--- src/sv/gic_pkg.sv ---
`default_nettype none
// ----------------------------------------------------------------------------
// gic_pkg
// Shared constants, types and codes of the grid index and cell converter.
// ----------------------------------------------------------------------------
package gic_pkg;

  // Number of active axes (x slowest, then y, then z); the last active one
  // varies fastest.
  localparam int NUM_DIMS = 3;
  localparam int NUM_AXES = 3;

  // Field widths.
  localparam int COORD_W = 16;
  localparam int INDEX_W = 32;
  localparam int GUARD_W = 8;
  localparam int BOUND_W = 17;   // bound widened by the halo
  localparam int RES_W   = 17;   // resolution of a valid box axis
  localparam int CFG_IDX_W = 3;
  localparam int CFG_DATA_W = 16;

  // Divider organization: radix-2 restoring steps, several per stage.
  localparam int DIV_STEPS = 4;
  localparam int DIV_STAGES_PER_AXIS = INDEX_W / DIV_STEPS;
  localparam int NUM_DIV_STAGES = DIV_STAGES_PER_AXIS * NUM_AXES;
  localparam int STAGE_IDX_W = $clog2(NUM_DIV_STAGES);
  localparam int AXIS_SEL_LSB = $clog2(DIV_STAGES_PER_AXIS);

  // Stages at which the cell-to-index accumulation does its work.
  localparam logic [STAGE_IDX_W-1:0] ST_MUL_Y = STAGE_IDX_W'(0);
  localparam logic [STAGE_IDX_W-1:0] ST_ADD_Y = STAGE_IDX_W'(1);
  localparam logic [STAGE_IDX_W-1:0] ST_MUL_Z = STAGE_IDX_W'(2);
  localparam logic [STAGE_IDX_W-1:0] ST_ADD_Z = STAGE_IDX_W'(3);

  // Configuration register indexes.
  localparam logic [CFG_IDX_W-1:0] CFG_LOWER_X = 3'd0;
  localparam logic [CFG_IDX_W-1:0] CFG_LOWER_Y = 3'd1;
  localparam logic [CFG_IDX_W-1:0] CFG_LOWER_Z = 3'd2;
  localparam logic [CFG_IDX_W-1:0] CFG_UPPER_X = 3'd3;
  localparam logic [CFG_IDX_W-1:0] CFG_UPPER_Y = 3'd4;
  localparam logic [CFG_IDX_W-1:0] CFG_UPPER_Z = 3'd5;
  localparam logic [CFG_IDX_W-1:0] CFG_GUARD   = 3'd6;

  // Request type bits: bit 0 selects cell to index, bit 1 the full box.
  localparam int REQ_CELL_BIT = 0;
  localparam int REQ_FULL_BIT = 1;

  typedef struct packed {
    logic [NUM_AXES-1:0][COORD_W-1:0] lower;
    logic [NUM_AXES-1:0][COORD_W-1:0] upper;
    logic [GUARD_W-1:0]               guard;
  } gic_cfg_t;

  // Per-transaction record that travels down the pipeline.
  typedef struct packed {
    logic                             to_cell;
    logic                             oob;
    logic [NUM_AXES-1:0][BOUND_W-1:0] lb;
    logic [NUM_AXES-1:0][RES_W-1:0]   res;
    logic [NUM_AXES-1:0][RES_W-1:0]   off;
    logic [INDEX_W-1:0]               num;
    logic [RES_W-1:0]                 rem;
    logic [RES_W-1:0]                 dvs;
    logic [NUM_AXES-1:0][COORD_W-1:0] coord;
    logic [INDEX_W-1:0]               acc;
  } gic_rec_t;

endpackage
`default_nettype wire

--- src/sv/gic_stage.sv ---
`default_nettype none
// ----------------------------------------------------------------------------
// gic_stage
// One divider stage: several restoring division steps, the hand-off between
// axes, and, in the early stages, one step of the cell-to-index accumulation.
// ----------------------------------------------------------------------------
module gic_stage (
  input  wire logic                                clk,
  input  wire logic                                rst_n,
  input  wire logic                                adv,
  input  wire logic [gic_pkg::STAGE_IDX_W-1:0]     stage_idx,
  input  wire logic                                in_valid,
  input  wire gic_pkg::gic_rec_t                   in_rec,
  output logic                                     valid_r,
  output gic_pkg::gic_rec_t                        rec_r
);

  localparam int SEL_W = gic_pkg::STAGE_IDX_W - gic_pkg::AXIS_SEL_LSB;

  gic_pkg::gic_rec_t rec_nxt;

  always_comb begin
    gic_pkg::gic_rec_t r;
    logic [gic_pkg::RES_W:0]   rr;
    logic [SEL_W-1:0]          div_axis;
    logic [1:0]                ax_prev;
    logic [1:0]                ax_next;
    r = in_rec;
    div_axis = stage_idx[gic_pkg::STAGE_IDX_W-1:gic_pkg::AXIS_SEL_LSB];
    ax_prev = 2'(gic_pkg::NUM_AXES - int'(div_axis));
    ax_next = 2'(gic_pkg::NUM_AXES - 1 - int'(div_axis));

    // Hand-off: finish the previous axis and start dividing by the next one.
    if ((stage_idx[gic_pkg::AXIS_SEL_LSB-1:0] == '0) && (div_axis != '0)) begin
      r.coord[ax_prev] = r.rem[15:0] + r.lb[ax_prev][15:0];
      r.rem = '0;
      r.dvs = r.res[ax_next];
    end

    // Restoring division steps, one quotient bit each.
    for (int k = 0; k < gic_pkg::DIV_STEPS; k++) begin
      rr = {r.rem, r.num[gic_pkg::INDEX_W-1]};
      if (rr >= {1'b0, r.dvs}) begin
        rr = rr - {1'b0, r.dvs};
        r.num = {r.num[gic_pkg::INDEX_W-2:0], 1'b1};
      end else begin
        r.num = {r.num[gic_pkg::INDEX_W-2:0], 1'b0};
      end
      r.rem = rr[gic_pkg::RES_W-1:0];
    end

    // Horner accumulation of the linear index for cell requests.
    case (stage_idx)
      gic_pkg::ST_MUL_Y: r.acc = {15'd0, r.off[0]} * {15'd0, r.res[1]};
      gic_pkg::ST_ADD_Y: r.acc = r.acc + {15'd0, r.off[1]};
      gic_pkg::ST_MUL_Z: r.acc = r.acc * {15'd0, r.res[2]};
      gic_pkg::ST_ADD_Z: r.acc = r.acc + {15'd0, r.off[2]};
      default: r.acc = r.acc;
    endcase

    rec_nxt = r;
  end

  // Stage registers.
  always_ff @(posedge clk) begin
    if (!rst_n) begin
      valid_r <= 1'b0;
    end else if (adv) begin
      valid_r <= in_valid;
    end
  end

  always_ff @(posedge clk) begin
    if (adv) begin
      rec_r <= rec_nxt;
    end
  end

endmodule
`default_nettype wire

--- config.mk ---
export PLATFORM = sky130hd
export DESIGN_NAME = gic_stage
export DESIGN_NICKNAME = d
export VERILOG_FILES = /design/src/sv/gic_pkg.sv /design/src/sv/gic_stage.sv
export SDC_FILE = /design/constraint.sdc
export NUM_CORES = 2
export LEC_CHECK = 0
export BUFFER_PORTS_ARGS = -buffer_cell sky130_fd_sc_hd__buf_2
export CAP_MARGIN = 20
export CORE_ASPECT_RATIO = 0.5
export CORE_UTILIZATION = 54
export DETAILED_ROUTE_END_ITERATION = 7
export PLACE_DENSITY = 0.9
export SLEW_MARGIN = 20
export SYNTH_ARGS = -nofsm -noshare
export SYNTH_HDL_FRONTEND = slang
export SYNTH_SLANG_ARGS = --single-unit
--- constraint.sdc ---
create_clock -name clk -period 15.05 [get_ports clk]
set_input_delay 3.01 -clock clk [delete_from_list [all_inputs] [get_ports clk]]
set_output_delay 3.01 -clock clk [all_outputs]
set_load 0.1 [all_outputs]
==> flow_summary_export.csv <==
group,metric,value,unit
placement,dpl.hpwl,98.1,mm
sta,post-route-period-util,94.1,%
grt,grt_pass1_vias,33400,
pwr,ir_worst_vdd,0.296,mV
sta,fin_ws,0.888,ns
grt,grt_max_degree,84,
clock_tree,cts-buffers-inserted,30,
setup_path,crit_start,"stage_idx[4]",
finish,multiInputGateArea,0.0257,mm2
placement,gp_congestion,0.976,
sta,tightest_slew,1.13,ns
setup_path,rrSetupSlack,14.44,ns
yosys,syn_area,0.0380,mm2
setup_path,crit_end,"rec_r[102]",
yosys,synth_common_cells,"661 x inv_1, 657 x nand2_1, 548 x fa_1",
yosys,synth_largest_area_cell,"fa_1",
setup_path,cpPeakStageDelay,0.49,ns
die,io_pins,612,
placement,numPlacedInstances,5339,
yosys,ys_ff_latch,302,
setup_path,worstSetupPathType,"in -> reg",
yosys,synth_edf_count,301,
setup_path,cpMaxStageDelayCell,"or4_1",
yosys,synth_area_leaders,"fa_1 29%, edfxtp_1 24%, ha_1 8.8%, inv_1 6.5%, nand2_1 6.5%",
sta,fin_crit,14.16,ns
setup_path,startpoint_type,"primary input",
finish,drive_above_1_share,18.5,%
setup_path,crit_path_frequent_cell,"ha_1",
routing,wl_per_cell,23.2,um
placement,port_buffers,611,
job,maxCapViolCount,0,
yosys,ys.warnings.count,0,
setup_path,r2r-end,"valid_r",
grt,gr-usage-all-layers,34.8,%
sta,timing.slew.headroom,23.7,%
pwr,p_per_area,263,mW/mm2
routing,vias_per_cell,5.91,
die,fp-row-count,68,
routing,vias,32000,
yosys,synth_top_cell_area_share,28.9,%
yosys,yosysSeqAreaShare,23.9,%
yosys,syn-mean-instance-area,9.69,um2
min_path,hold_class,"reg -> reg",
routing,drc_errors,0,
yosys,synth_fp_nets,5046,
clock_tree,clockBufferDepth,3,
die,start_util,54.8,%
die,dieArea,0.0715,mm2
finish,area_growth,13.1,%
finish,final_cells,5406,
clock_tree,htree_levels,1,
sta,holdWs,0.536,ns
setup_path,rr_worst_depth,2,
grt,grt_overflow,0,
yosys,synth-async-reset-ratio,0,%
sta,setup_tns,0,ns
die,die_w,377,um
clock_tree,path_clk_slew,0.07,ns
placement,dpl_worst_slack,0.121,ns
pwr,p_leak,20.4,nW
routing,drt-initial-drc-count,3272,
die,die_h,190,um
routing,firstDrtPassIters,6,
sta,fmax,0.0706,GHz
clock_tree,clock-sinks,302,
yosys,netlist_instances,3920,
yosys,synthFlopType,"edfxtp_1",
finish,ff_latch_area,0.00906,mm2
clock_tree,cts-root-buf,"clkbuf_16",
sta,hold_violations,0,
finish,fillers,5335,
yosys,yosysMostFrequentCell,"inv_1",
run_status,outcome,"finished clean",
clock_tree,cts_tree,"built",
sta,rsz0062_at_grt,"no",
die,core-area,0.0693,mm2
clock_tree,clock_latency,0.63,ns
setup_path,worstPathRequired,15.43,ns
grt,grt_pass1_wl,188,mm
sta,maxSlewViolCount,0,
setup_path,path_max_fanout,13,
finish,nets,5552,
setup_path,cp-end-kind,"flip-flop",
routing,antenna_left,0,
grt,antenna_found_initial,19,
yosys,yosysUniqueCellTypes,71,
sta,setup-violations-final,0,
setup_path,rr_startpoint,"valid_r",
setup_path,crit_arrival,14.54,ns
routing,wl,125,mm
sta,fin_worst_skew,0,ns
## layer usage
layer | global-route usage (%) | wire length (um)
met4 | 22.3 | 8900
met3 | 9.57 | 15500
met2 | 57.1 | 58900
met1 | 40.5 | 42100
met5 | 0 | 85
## what timing repair did
| item | 4_1_cts | 5_1_grt |
|---|---|---|
| buffers inserted | 0 | 0 |
| resized for setup | 0 | 3 |
| hold buffers | 0 | 0 |
| setup endpoints to repair | 0 | 18 |
## state kept, by name, summed over array words and instances (netlist names)
signal and flops:
rec_r 301, valid_r 1
## report_power, final
part | switching [mW] | internal [mW] | leakage, nW
Sequential | 0.0433 | 1.11 | 2.95
Clock | 0.359 | 0.440 | 0.487
Combinational | 5.56 | 3.79 | 16.9
## cell families (layout without fill, tap and decap cells)
family,Yosys count,in the layout,share of synthesized area (%)
muxes,152,152,4.42
and+or+nand+nor,1160,1160,14.0
other,0,11,0
buffers and inverters,849,1379,8.47
xor gates and xnor gates,154,154,3.55
AOI/OAI and AO/OA,487,487,8.01
DFF,302,302,23.9
adders and majority gates,816,816,37.7
## metrics by stage
stage | util, % | power (mW) | cell area (um2)
finish | 62.0 | 11.3 | 43000
global placement | 60.5 | 10.0 | 41900
CTS | 62.0 | 11.1 | 42900
detailed placement | 60.5 | 10.3 | 41900
floorplan | - | 8.30 | 38000
global route | 62.0 | 12.2 | 42900
## cells in the final DEF (no fill, tap or decap), drive strengths merged, types with 15 or more instances in the layout
cell type,netlist,layout
clkbuf,177,35
nand2,657,657
and3,15,15
o21ai,139,139
mux2i,55,55
inv,661,664
nand3,33,33
edfxtp,301,301
nor2,113,113
and2,209,209
fa,548,548
a31oi,15,15
buf,11,662
nor2b,25,25
xor2,46,46
mux2,97,97
a21o,45,45
nand4,21,21
nor3,25,25
o21bai,21,21
ha,268,268
o21a,23,23
nand2b,21,21
a21oi,131,131
xnor2,108,108
## worst max-delay path: cells and delay by family
kind / cells / cell delay, ns
adder cells (fa/ha/maj): 6 / 1.94
AO/OA/AOI/OAI: 27 / 6.74
buffers and inverters: 4 / 0.49
multiplexers: 4 / 1.48
AND/OR/NAND/NOR: 4 / 0.88
## how the worst min path moves through the flow
stage	startpoint	end	slack [ns]	cells past startpoint
3_5_place_dp	valid_r	valid_r	0.52	2
3_3_place_gp	valid_r	valid_r	0.49	2
4_1_cts	valid_r	valid_r	0.53	2
5_1_grt	valid_r	valid_r	0.56	2
2_1_floorplan	valid_r	valid_r	0.98	2
6_report	valid_r	valid_r	0.54	2
## final cells by class
| class | count | share of cell area, % |
|---|---|---|
| multi-input combinational | 2769 | 59.9 |
| timing repair buffer | 662 | 8.03 |
| clock buffer | 35 | 1.79 |
| tap | 945 | 2.75 |
| clock inverter | 21 | 0.588 |
| sequential | 302 | 21.1 |
| antenna | 11 | 0.0641 |
| inverter | 661 | 5.77 |
No activity file was read; power rests on OpenSTA's default activity.
