<file path="src/sv/gic_pkg.sv">
`default_nettype none
// ----------------------------------------------------------------------------
// gic_pkg
// Shared constants, types and codes of the grid index and cell converter.
// ----------------------------------------------------------------------------
package gic_pkg;

  // Number of active axes (x slowest, then y, then z); the last active one
  // varies fastest.
  localparam int NUM_DIMS = 3;
  localparam int NUM_AXES = 3;

  // Field widths.
  localparam int COORD_W = 16;
  localparam int INDEX_W = 32;
  localparam int GUARD_W = 8;
  localparam int BOUND_W = 17;   // bound widened by the halo
  localparam int RES_W   = 17;   // resolution of a valid box axis
  localparam int CFG_IDX_W = 3;
  localparam int CFG_DATA_W = 16;

  // Divider organization: radix-2 restoring steps, several per stage.
  localparam int DIV_STEPS = 4;
  localparam int DIV_STAGES_PER_AXIS = INDEX_W / DIV_STEPS;
  localparam int NUM_DIV_STAGES = DIV_STAGES_PER_AXIS * NUM_AXES;
  localparam int STAGE_IDX_W = $clog2(NUM_DIV_STAGES);
  localparam int AXIS_SEL_LSB = $clog2(DIV_STAGES_PER_AXIS);

  // Stages at which the cell-to-index accumulation does its work.
  localparam logic [STAGE_IDX_W-1:0] ST_MUL_Y = STAGE_IDX_W'(0);
  localparam logic [STAGE_IDX_W-1:0] ST_ADD_Y = STAGE_IDX_W'(1);
  localparam logic [STAGE_IDX_W-1:0] ST_MUL_Z = STAGE_IDX_W'(2);
  localparam logic [STAGE_IDX_W-1:0] ST_ADD_Z = STAGE_IDX_W'(3);

  // Configuration register indexes.
  localparam logic [CFG_IDX_W-1:0] CFG_LOWER_X = 3'd0;
  localparam logic [CFG_IDX_W-1:0] CFG_LOWER_Y = 3'd1;
  localparam logic [CFG_IDX_W-1:0] CFG_LOWER_Z = 3'd2;
  localparam logic [CFG_IDX_W-1:0] CFG_UPPER_X = 3'd3;
  localparam logic [CFG_IDX_W-1:0] CFG_UPPER_Y = 3'd4;
  localparam logic [CFG_IDX_W-1:0] CFG_UPPER_Z = 3'd5;
  localparam logic [CFG_IDX_W-1:0] CFG_GUARD   = 3'd6;

  // Request type bits: bit 0 selects cell to index, bit 1 the full box.
  localparam int REQ_CELL_BIT = 0;
  localparam int REQ_FULL_BIT = 1;

  typedef struct packed {
    logic [NUM_AXES-1:0][COORD_W-1:0] lower;
    logic [NUM_AXES-1:0][COORD_W-1:0] upper;
    logic [GUARD_W-1:0]               guard;
  } gic_cfg_t;

  // Per-transaction record that travels down the pipeline.
  typedef struct packed {
    logic                             to_cell;
    logic                             oob;
    logic [NUM_AXES-1:0][BOUND_W-1:0] lb;
    logic [NUM_AXES-1:0][RES_W-1:0]   res;
    logic [NUM_AXES-1:0][RES_W-1:0]   off;
    logic [INDEX_W-1:0]               num;
    logic [RES_W-1:0]                 rem;
    logic [RES_W-1:0]                 dvs;
    logic [NUM_AXES-1:0][COORD_W-1:0] coord;
    logic [INDEX_W-1:0]               acc;
  } gic_rec_t;

endpackage
`default_nettype wire

</file>
<file path="src/sv/gic_front.sv">
`default_nettype none
// ----------------------------------------------------------------------------
// gic_front
// First pipeline stage: box bounds, resolutions, bounds checks and offsets.
// ----------------------------------------------------------------------------
module gic_front (
  input  wire logic                clk,
  input  wire logic                rst_n,
  input  wire logic                adv,
  input  wire gic_pkg::gic_cfg_t   cfg,
  input  wire logic                in_valid,
  input  wire logic [1:0]          req_type,
  input  wire logic [31:0]         lin_index,
  input  wire logic [gic_pkg::NUM_AXES-1:0][gic_pkg::COORD_W-1:0] cell_in,
  output logic                     valid_r,
  output gic_pkg::gic_rec_t        rec_r
);

  gic_pkg::gic_rec_t rec_nxt;

  // Bounds, emptiness and cell checks per axis.
  always_comb begin
    logic [8:0]  g;
    logic [17:0] lb18;
    logic [17:0] ub18;
    logic [17:0] res18;
    logic [17:0] c18;
    logic [17:0] off18;
    logic        active;
    logic        bad;
    logic        is_cell;
    logic        any_bad;
    rec_nxt = '0;
    is_cell = req_type[gic_pkg::REQ_CELL_BIT];
    g = req_type[gic_pkg::REQ_FULL_BIT] ? {1'b0, cfg.guard} : 9'd0;
    any_bad = 1'b0;
    rec_nxt.to_cell = ~is_cell;
    rec_nxt.num = lin_index;
    rec_nxt.rem = '0;
    rec_nxt.acc = '0;
    for (int i = 0; i < gic_pkg::NUM_AXES; i++) begin
      active = (i < gic_pkg::NUM_DIMS);
      lb18 = {{2{cfg.lower[i][15]}}, cfg.lower[i]} - {9'd0, g};
      ub18 = {{2{cfg.upper[i][15]}}, cfg.upper[i]} + {9'd0, g};
      res18 = ub18 - lb18;
      c18 = {{2{cell_in[i][15]}}, cell_in[i]};
      off18 = c18 - lb18;
      if (is_cell) begin
        bad = ($signed(c18) < $signed(lb18)) || ($signed(c18) >= $signed(ub18));
      end else begin
        bad = res18[17] || (res18 == 18'd0);
      end
      if (active && bad) begin
        any_bad = 1'b1;
      end
      rec_nxt.lb[i]  = active ? lb18[16:0] : '0;
      rec_nxt.res[i] = active ? res18[16:0] : 17'd1;
      rec_nxt.off[i] = active ? off18[16:0] : '0;
    end
    rec_nxt.oob = any_bad;
    // A rejected request divides by one so the datapath stays well defined.
    if (any_bad) begin
      for (int i = 0; i < gic_pkg::NUM_AXES; i++) begin
        rec_nxt.res[i] = 17'd1;
      end
    end
    rec_nxt.dvs = rec_nxt.res[gic_pkg::NUM_AXES-1];
  end

  // Stage registers.
  always_ff @(posedge clk) begin
    if (!rst_n) begin
      valid_r <= 1'b0;
    end else if (adv) begin
      valid_r <= in_valid;
    end
  end

  always_ff @(posedge clk) begin
    if (adv) begin
      rec_r <= rec_nxt;
    end
  end

endmodule
`default_nettype wire

</file>
<file path="config.mk">
export PLATFORM = sky130hd
export DESIGN_NAME = gic_front
export DESIGN_NICKNAME = d
export VERILOG_FILES = /design/src/sv/gic_pkg.sv /design/src/sv/gic_front.sv
export SDC_FILE = /design/constraint.sdc
export NUM_CORES = 1
export LEC_CHECK = 0
export BUFFER_PORTS_ARGS = -buffer_cell sky130_fd_sc_hd__buf_4
export CAP_MARGIN = 20
export CORE_AREA = 2 2 191 193
export CTS_CLUSTER_DIAMETER = 50
export DETAILED_ROUTE_END_ITERATION = 8
export DIE_AREA = 0 0 193 195
export PLACE_DENSITY_LB_ADDON = 0.25
export SYNTH_ARGS = -nofsm -noshare
export SYNTH_HDL_FRONTEND = slang
export SYNTH_SLANG_ARGS = --single-unit
</file>
<file path="constraint.sdc">
create_clock -name clk -period 15.78 [get_ports clk]
set_input_delay 1.578 -clock clk [delete_from_list [all_inputs] [get_ports clk]]
set_output_delay 1.578 -clock clk [all_outputs]
set_load 0.03 [all_outputs]
</file>
==> flow_summary.json, run 1 <==
{
  "yosysSeqAreaShare": 0.330,
  "synth.avg_cell_area_um2": 9.45,
  "synthArstFlopShare": 0,
  "r2r_cells": 2,
  "io-pin-count": 492,
  "grt_start_max_net_pins": 65,
  "initial_core_util": 0.483,
  "grtUsageTotal": 0.270,
  "min_period_ns": 7.86,
  "area_growth_pct": 20.5,
  "synth_area_um2": 17100,
  "synth_top_area_cell": "edfxtp_1",
  "path_max_fanout": 48,
  "clock_sinks": 188,
  "via_per_inst": 5.53,
  "path_cells": "buf_4 > nand2_1 > xnor2_1 > ha_1 > a21o_1 > maj3_1 > a31oi_1 > nor2_1 > xnor2_1 > ha_1 > a21o_1 > a31o_2 > a211oi_1 > a221o_1 > o31ai_1 > a211oi_1 > o31ai_1 > and2_1 > xor2_1 > or4_1 > a31oi_4 > buf_4 > nor2_1",
  "clkLatencyLatePin_ns": 0.46,
  "routabilityCongestion": 0.973,
  "cp_top_family": "compound AO/OA/AOI/OAI gates",
  "crit_buf_inv": 2,
  "outcome": "finished clean",
  "wirelength_um": 52300,
  "io_buffers": 394,
  "cts.clk_slew.worst_paths_ns": 0.08,
  "cp.required_ns": 15.98,
  "ys_seq_elements": 188,
  "drc": 0,
  "clock_path_buffers": 2,
  "critPathLaunchType": "primary input",
  "stdcell_area_um2": 20600,
  "die_area_um2": 37600,
  "synth.area.top_cells": "edfxtp_1, ha_1, xnor2_1, buf_4, xor2_1",
  "cts_hold_buf": 0,
  "cts_tree": "yes",
  "setup_slack_ns": 7.92,
  "cpPeakStageDelay_ns": 0.65,
  "ctsHtreeMaxLevel": 4,
  "fin_skew_ns": 0,
  "grt_pass1_wl_um": 77400,
  "ys_warn_count": 0,
  "maxSlewHeadroom": 0.310,
  "nets": 2533,
  "via_count": 14600,
  "synth_top_area_frac": 0.329,
  "slowest_stage": "or4_1",
  "die_w_um": 193,
  "postCtsSetupBuffers": 0,
  "worst_pin_slew_ns": 1.03,
  "dpl_worst_slack_ns": 7.54,
  "grt-ovfl-total": 0,
  "cts_buffers": 17,
  "rsz0062_at_grt": "no",
  "max_freq_ghz": 0.127,
  "die_h_um": 195,
  "critPathArrivalTime_ns": 8.06,
  "finalHoldViolations": 0,
  "synth_edf_count": 187,
  "ys_types": 99,
  "rr_endpoint": "valid_r",
  "r2r_setup_slack_ns": 15.16,
  "whs_endpoint": "valid_r",
  "irDropWorstVdd_uv": 84.3,
  "hp-class": "flip-flop to flip-flop",
  "hp-start": "valid_r",
  "hold-worst-slack_ns": 0.555,
  "cts_resized": 0,
  "cp-end-kind": "flip-flop",
  "drtIter0Drc": 933,
  "drive_gt1_frac": 0.228,
  "antenna_found_initial": 3,
  "max_cap_violations": 0,
  "routedWlPerCell_um": 19.8,
  "drt-pass1-iter-count": 5,
  "ys.flop_type": "edfxtp_1",
  "fill_cells": 3148,
  "ant_nets": 0,
  "synthCells": 1807,
  "r2r-start": "valid_r",
  "cp.depth": 23,
  "place_area_um2": 20000,
  "dp_hpwl_um": 43200,
  "holdPathStages": 2,
  "power_density_nw_per_um2": 105,
  "cts-root-buf": "clkbuf_16",
  "finalCritPeriodShare": 0.498,
  "drv_slew": 0,
  "rows": 69,
  "critPathKind": "primary input to flip-flop",
  "grt_pass1_vias": 14200,
  "core_um2": 35400,
  "setup_violations": 0,
  "p_leak_nw": 9.29,
  "fin_tns_setup_ns": 0
}
==> report_power, final <==
group / internal (mW) / switching (mW) / total [mW]
registers: 0.647 / 0.0279 / 0.675
clock network: 0.227 / 0.223 / 0.451
logic: 0.399 / 0.647 / 1.05
total: 1.27 / 0.899 / 2.17
==> cell families after synthesis <==
kind of cell,share of synthesized area
AND/OR/NAND/NOR,0.146
AO/OA/AOI/OAI,0.179
buffers and inverters,0.0957
adder cells (fa/ha/maj),0.142
flip-flops,0.330
XOR/XNOR,0.103
multiplexers,0.00469
other,0.000220
==> state kept, by name (all words and copies together), names as in the netlist <==
register  count
valid_r       1
rec_r       187
==> through the flow <==
stage,utilization,cells,power [mW]
after global routing,0.581,2642,2.29
after CTS,0.581,2642,2.18
after global placement,0.564,2611,1.71
final,0.582,2645,2.17
after floorplan,-,1903,1.41
after detailed placement,0.564,2611,1.72
==> worst max path at each step <==
| stage | endpoint | start | slack [ns] |
|---|---|---|---|
| after CTS | rec_r[202] | req_type[1] | 8.01 |
| after detailed placement | rec_r[202] | req_type[1] | 7.54 |
| after global placement | rec_r[203] | req_type[1] | 7.75 |
| final | rec_r[202] | req_type[1] | 7.92 |
| after floorplan | rec_r[219] | req_type[1] | 8.40 |
| after global routing | rec_r[203] | req_type[1] | 7.46 |
==> synthesized netlist by cell type, drive strengths merged (8+ instances only) <==
cell,instances
a211oi,16
a21boi,14
a21o,43
a21oi,104
a221oi,9
a31o,9
a31oi,20
and2,29
and3,19
buf,132
clkbuf,18
edfxtp,187
fa,9
ha,165
inv,157
maj3,17
mux2i,8
nand2,104
nand2b,20
nand3,28
nand4,18
nor2,123
nor2b,40
nor3,33
nor4,10
o211ai,12
o21a,24
o21ai,78
o22ai,9
o31ai,15
or2,15
or3,10
xnor2,114
xor2,69
==> area by class of cell <==
class	count	area [um2]	share of cell area
well taps	461	577	0.0280
repair buffers	397	2990	0.145
clock buffers	17	425	0.0207
inverters	158	593	0.0288
flip-flops and latches	188	5640	0.274
clock inverters	14	174	0.00845
multi-input cells	1407	10200	0.495
diodes	3	7.51	0.000365
==> routing by layer <==
| layer | track usage | routed length (um) | up-vias | part of all wire |
|---|---|---|---|---|
| li1 | - | - | 7061 | - |
| met1 | 0.336 | 21700 | 6920 | 0.41 |
| met2 | 0.463 | 25200 | 547 | 0.48 |
| met3 | 0.0521 | 3740 | 91 | 0.071 |
| met4 | 0.0976 | 1680 | 2 | 0.032 |
| met5 | 0 | 16 | - | 0.00031 |
==> cells in the final DEF (no fill, tap or decap), types with 71 or more instances in the layout <==
| cell type | Yosys | final |
|---|---|---|
| edfxtp_1 | 187 | 187 |
| ha_1 | 165 | 165 |
| inv_1 | 150 | 150 |
| conb_1 | 1 | 97 |
| buf_4 | 119 | 396 |
| a21oi_1 | 103 | 103 |
| o21ai_0 | 71 | 71 |
| nor2_1 | 123 | 123 |
| xnor2_1 | 107 | 107 |
| nand2_1 | 104 | 104 |
==> worst reg2reg max path, stage by stage, from the launching register on <==
cell and delay (ns):
dfxtp_1 0.32, mux2i_1 0.13, nor2b_1 0.07
Note: power is estimated with default switching activity, not from simulation.
==> run 2: changes to the inputs <==
--- a/config.mk
+++ b/config.mk
@@ -7,10 +7,10 @@
 export LEC_CHECK = 0
 export BUFFER_PORTS_ARGS = -buffer_cell sky130_fd_sc_hd__buf_4
 export CAP_MARGIN = 20
-export CORE_AREA = 2 2 191 193
+export CORE_AREA = 2 2 192 194
 export CTS_CLUSTER_DIAMETER = 50
 export DETAILED_ROUTE_END_ITERATION = 8
-export DIE_AREA = 0 0 193 195
+export DIE_AREA = 0 0 194 196
 export PLACE_DENSITY_LB_ADDON = 0.25
 export SYNTH_ARGS = -nofsm -noshare
 export SYNTH_HDL_FRONTEND = slang
==> constraint.sdc (replaced) <==
create_clock -name clk -period 8.2 [get_ports clk]
set_input_delay 0.82 -clock clk [delete_from_list [all_inputs] [get_ports clk]]
set_output_delay 0.82 -clock clk [all_outputs]
set_load 0.03 [all_outputs]
==> run 2 against run 1 <==
Against the previous run:
- clock skew did not move
- count of clock-buffer cells in the layout rose by 1
- worst hold slack got worse by 0.033 ns
- sequential power rose by 93%
- global-route usage fell by 0.20 points
- final cell count rose by 0.38%
- power rose by 92%
- first-iteration DRC count rose by 4.7%
- non-clock buffer count rose by 3
- clock power rose by 89%
==> flow_summary.json, run 2 (same netlist as run 1, synthesis figures left out) <==
{
  "grt-ovfl-total": 0,
  "cpPeakStageDelay_ns": 0.62,
  "largest_register": "rec_r",
  "wirelength_um": 52000,
  "fin_skew_ns": 0,
  "die_h_um": 196,
  "drtIter0Drc": 977,
  "clkPwrFrac": 0.205,
  "initial_core_util": 0.473,
  "drt-pass1-iter-count": 5,
  "min_period_ns": 6.90,
  "power_density_nw_per_um2": 202,
  "rsz0062_at_grt": "no",
  "core_um2": 36100,
  "slowest_stage": "or4_1",
  "r2r-start": "valid_r",
  "cts_buffers": 17,
  "cts_hold_buf": 0,
  "postCtsSetupBuffers": 0,
  "finalNonFillerCells": 2655,
  "intPower_mw": 2.43,
  "max_freq_ghz": 0.145,
  "via_per_inst": 5.53,
  "grt_pass1_wl_um": 79000,
  "seqPwrFrac": 0.312,
  "path_max_fanout": 48,
  "layout_commonest_cell": "buf_4",
  "most-common-layout-cells": "buf_4, edfxtp_1, ha_1, inv_1, nor2_1",
  "via_count": 14700,
  "maxSlewHeadroom": 0.458,
  "grtUsageTotal": 0.268,
  "fin_tns_setup_ns": 0,
  "drc": 0,
  "finalHoldViolations": 0,
  "dpl_worst_slack_ns": 0.888,
  "routedWlPerCell_um": 19.6,
  "area_growth_pct": 20.7,
  "cts_resized": 0,
  "setup_slack_ns": 1.30,
  "nets": 2536,
  "clock_sinks": 188,
  "cts-root-buf": "clkbuf_16",
  "routabilityCongestion": 0.943,
  "critPathArrivalTime_ns": 7.12,
  "cts_tree": "yes",
  "drive_gt1_frac": 0.229,
  "io-pin-count": 492,
  "ctsHtreeMaxLevel": 4,
  "dp_hpwl_um": 43000,
  "die_w_um": 194,
  "grt_start_max_net_pins": 78,
  "hp-class": "primary input to flip-flop",
  "finalCritPeriodShare": 0.842,
  "io_buffers": 394,
  "power.share.switching": 0.416,
  "path_cells": "buf_4 > and2_1 > inv_1 > ha_1 > nand2_1 > a211o_1 > and3b_1 > or2_2 > ha_1 > nor2_1 > a221o_1 > o31ai_1 > a211oi_1 > o31ai_1 > and2_1 > xor2_1 > or4_1 > a31oi_4 > buf_4 > nor2_1",
  "netSwitchingPower_mw": 1.74,
  "crit_start": "req_type[1]",
  "total_power_mw": 4.17,
  "hp-start": "lin_index[9]",
  "grt_pass1_vias": 14200,
  "dp_cells": 2621,
  "die_area_um2": 38000,
  "setup_violations": 0,
  "critPathKind": "primary input to flip-flop",
  "cp.required_ns": 8.42,
  "clkLatencyLatePin_ns": 0.47,
  "clock_path_buffers": 2,
  "drv_slew": 0,
  "p_leak_nw": 9.31,
  "ant_nets": 0,
  "cp-end-kind": "flip-flop",
  "antenna_found_initial": 5,
  "max_cap_violations": 0,
  "cts.clk_slew.worst_paths_ns": 0.08,
  "outcome": "finished clean",
  "top_regs": "rec_r x187, valid_r x1",
  "rows": 70,
  "largest_reg_flops": 187,
  "irDropWorstVdd_uv": 176,
  "combPwrFrac": 0.484,
  "critPathLaunchType": "primary input",
  "worst_pin_slew_ns": 0.813
}
## run 2: cell count changes in the layout (fill, tap and decap cells not counted), sizes merged
cell      delta
diode        -1
buf          +3
clkbuf       +1
inv          -1
clkinvlp     -1
bufinv       -1
clkinv       +3
## run 2: final cells by class
class / count / area [um2]
clock buffer: 18 / 439
fill: 3223 / 15500
timing repair buffer: 400 / 3010
clock inverter: 14 / 164
sequential: 188 / 5640
tap: 468 / 586
multi-input combinational: 1407 / 10200
antenna: 2 / 5.00
inverter: 158 / 593
## run 2: layer usage
metal  track usage  wire [um]  vias to the layer above
met5             0         49                        -
met4        0.0901       1340                        6
met3        0.0578       3920                       78
met2         0.456      25000                      592
met1         0.339      21700                     6956
li1              -          -                     7055
## run 2: power by group through the flow
stage	Combinational (mW)	Sequential (mW)	Clock, mW
2_1_floorplan	1.13	1.59	0
3_3_place_gp	1.96	1.32	0
3_5_place_dp	1.99	1.32	0
4_1_cts	2.00	1.30	0.876
5_1_grt	2.18	1.31	0.909
6_report	2.02	1.30	0.854
## run 2: worst max-delay path: cells and delay by family
family,cells,cell delay (ns)
compound gates,6,2.18
xor+xnor,1,0.08
fa+ha+maj,2,0.89
buf+inv,3,1.09
simple gates,8,2.05
## run 2: metrics by stage
stage / instance area [um2] / hold slack, ns / util
2_1_floorplan: 17400 / 0.640 / -
3_3_place_gp: 20000 / 0.509 / 0.555
3_5_place_dp: 20000 / 0.525 / 0.555
4_1_cts: 20600 / 0.503 / 0.571
5_1_grt: 20600 / 0.501 / 0.571
6_report: 20600 / 0.522 / 0.571
## run 2: final timing paths
check | to | slack, ns | depth (start not counted)
min reg2reg | valid_r | 0.53 | 2
min | rec_r[123] | 0.52 | 1
max reg2reg | valid_r | 7.60 | 2
max | rec_r[90] | 1.30 | 20
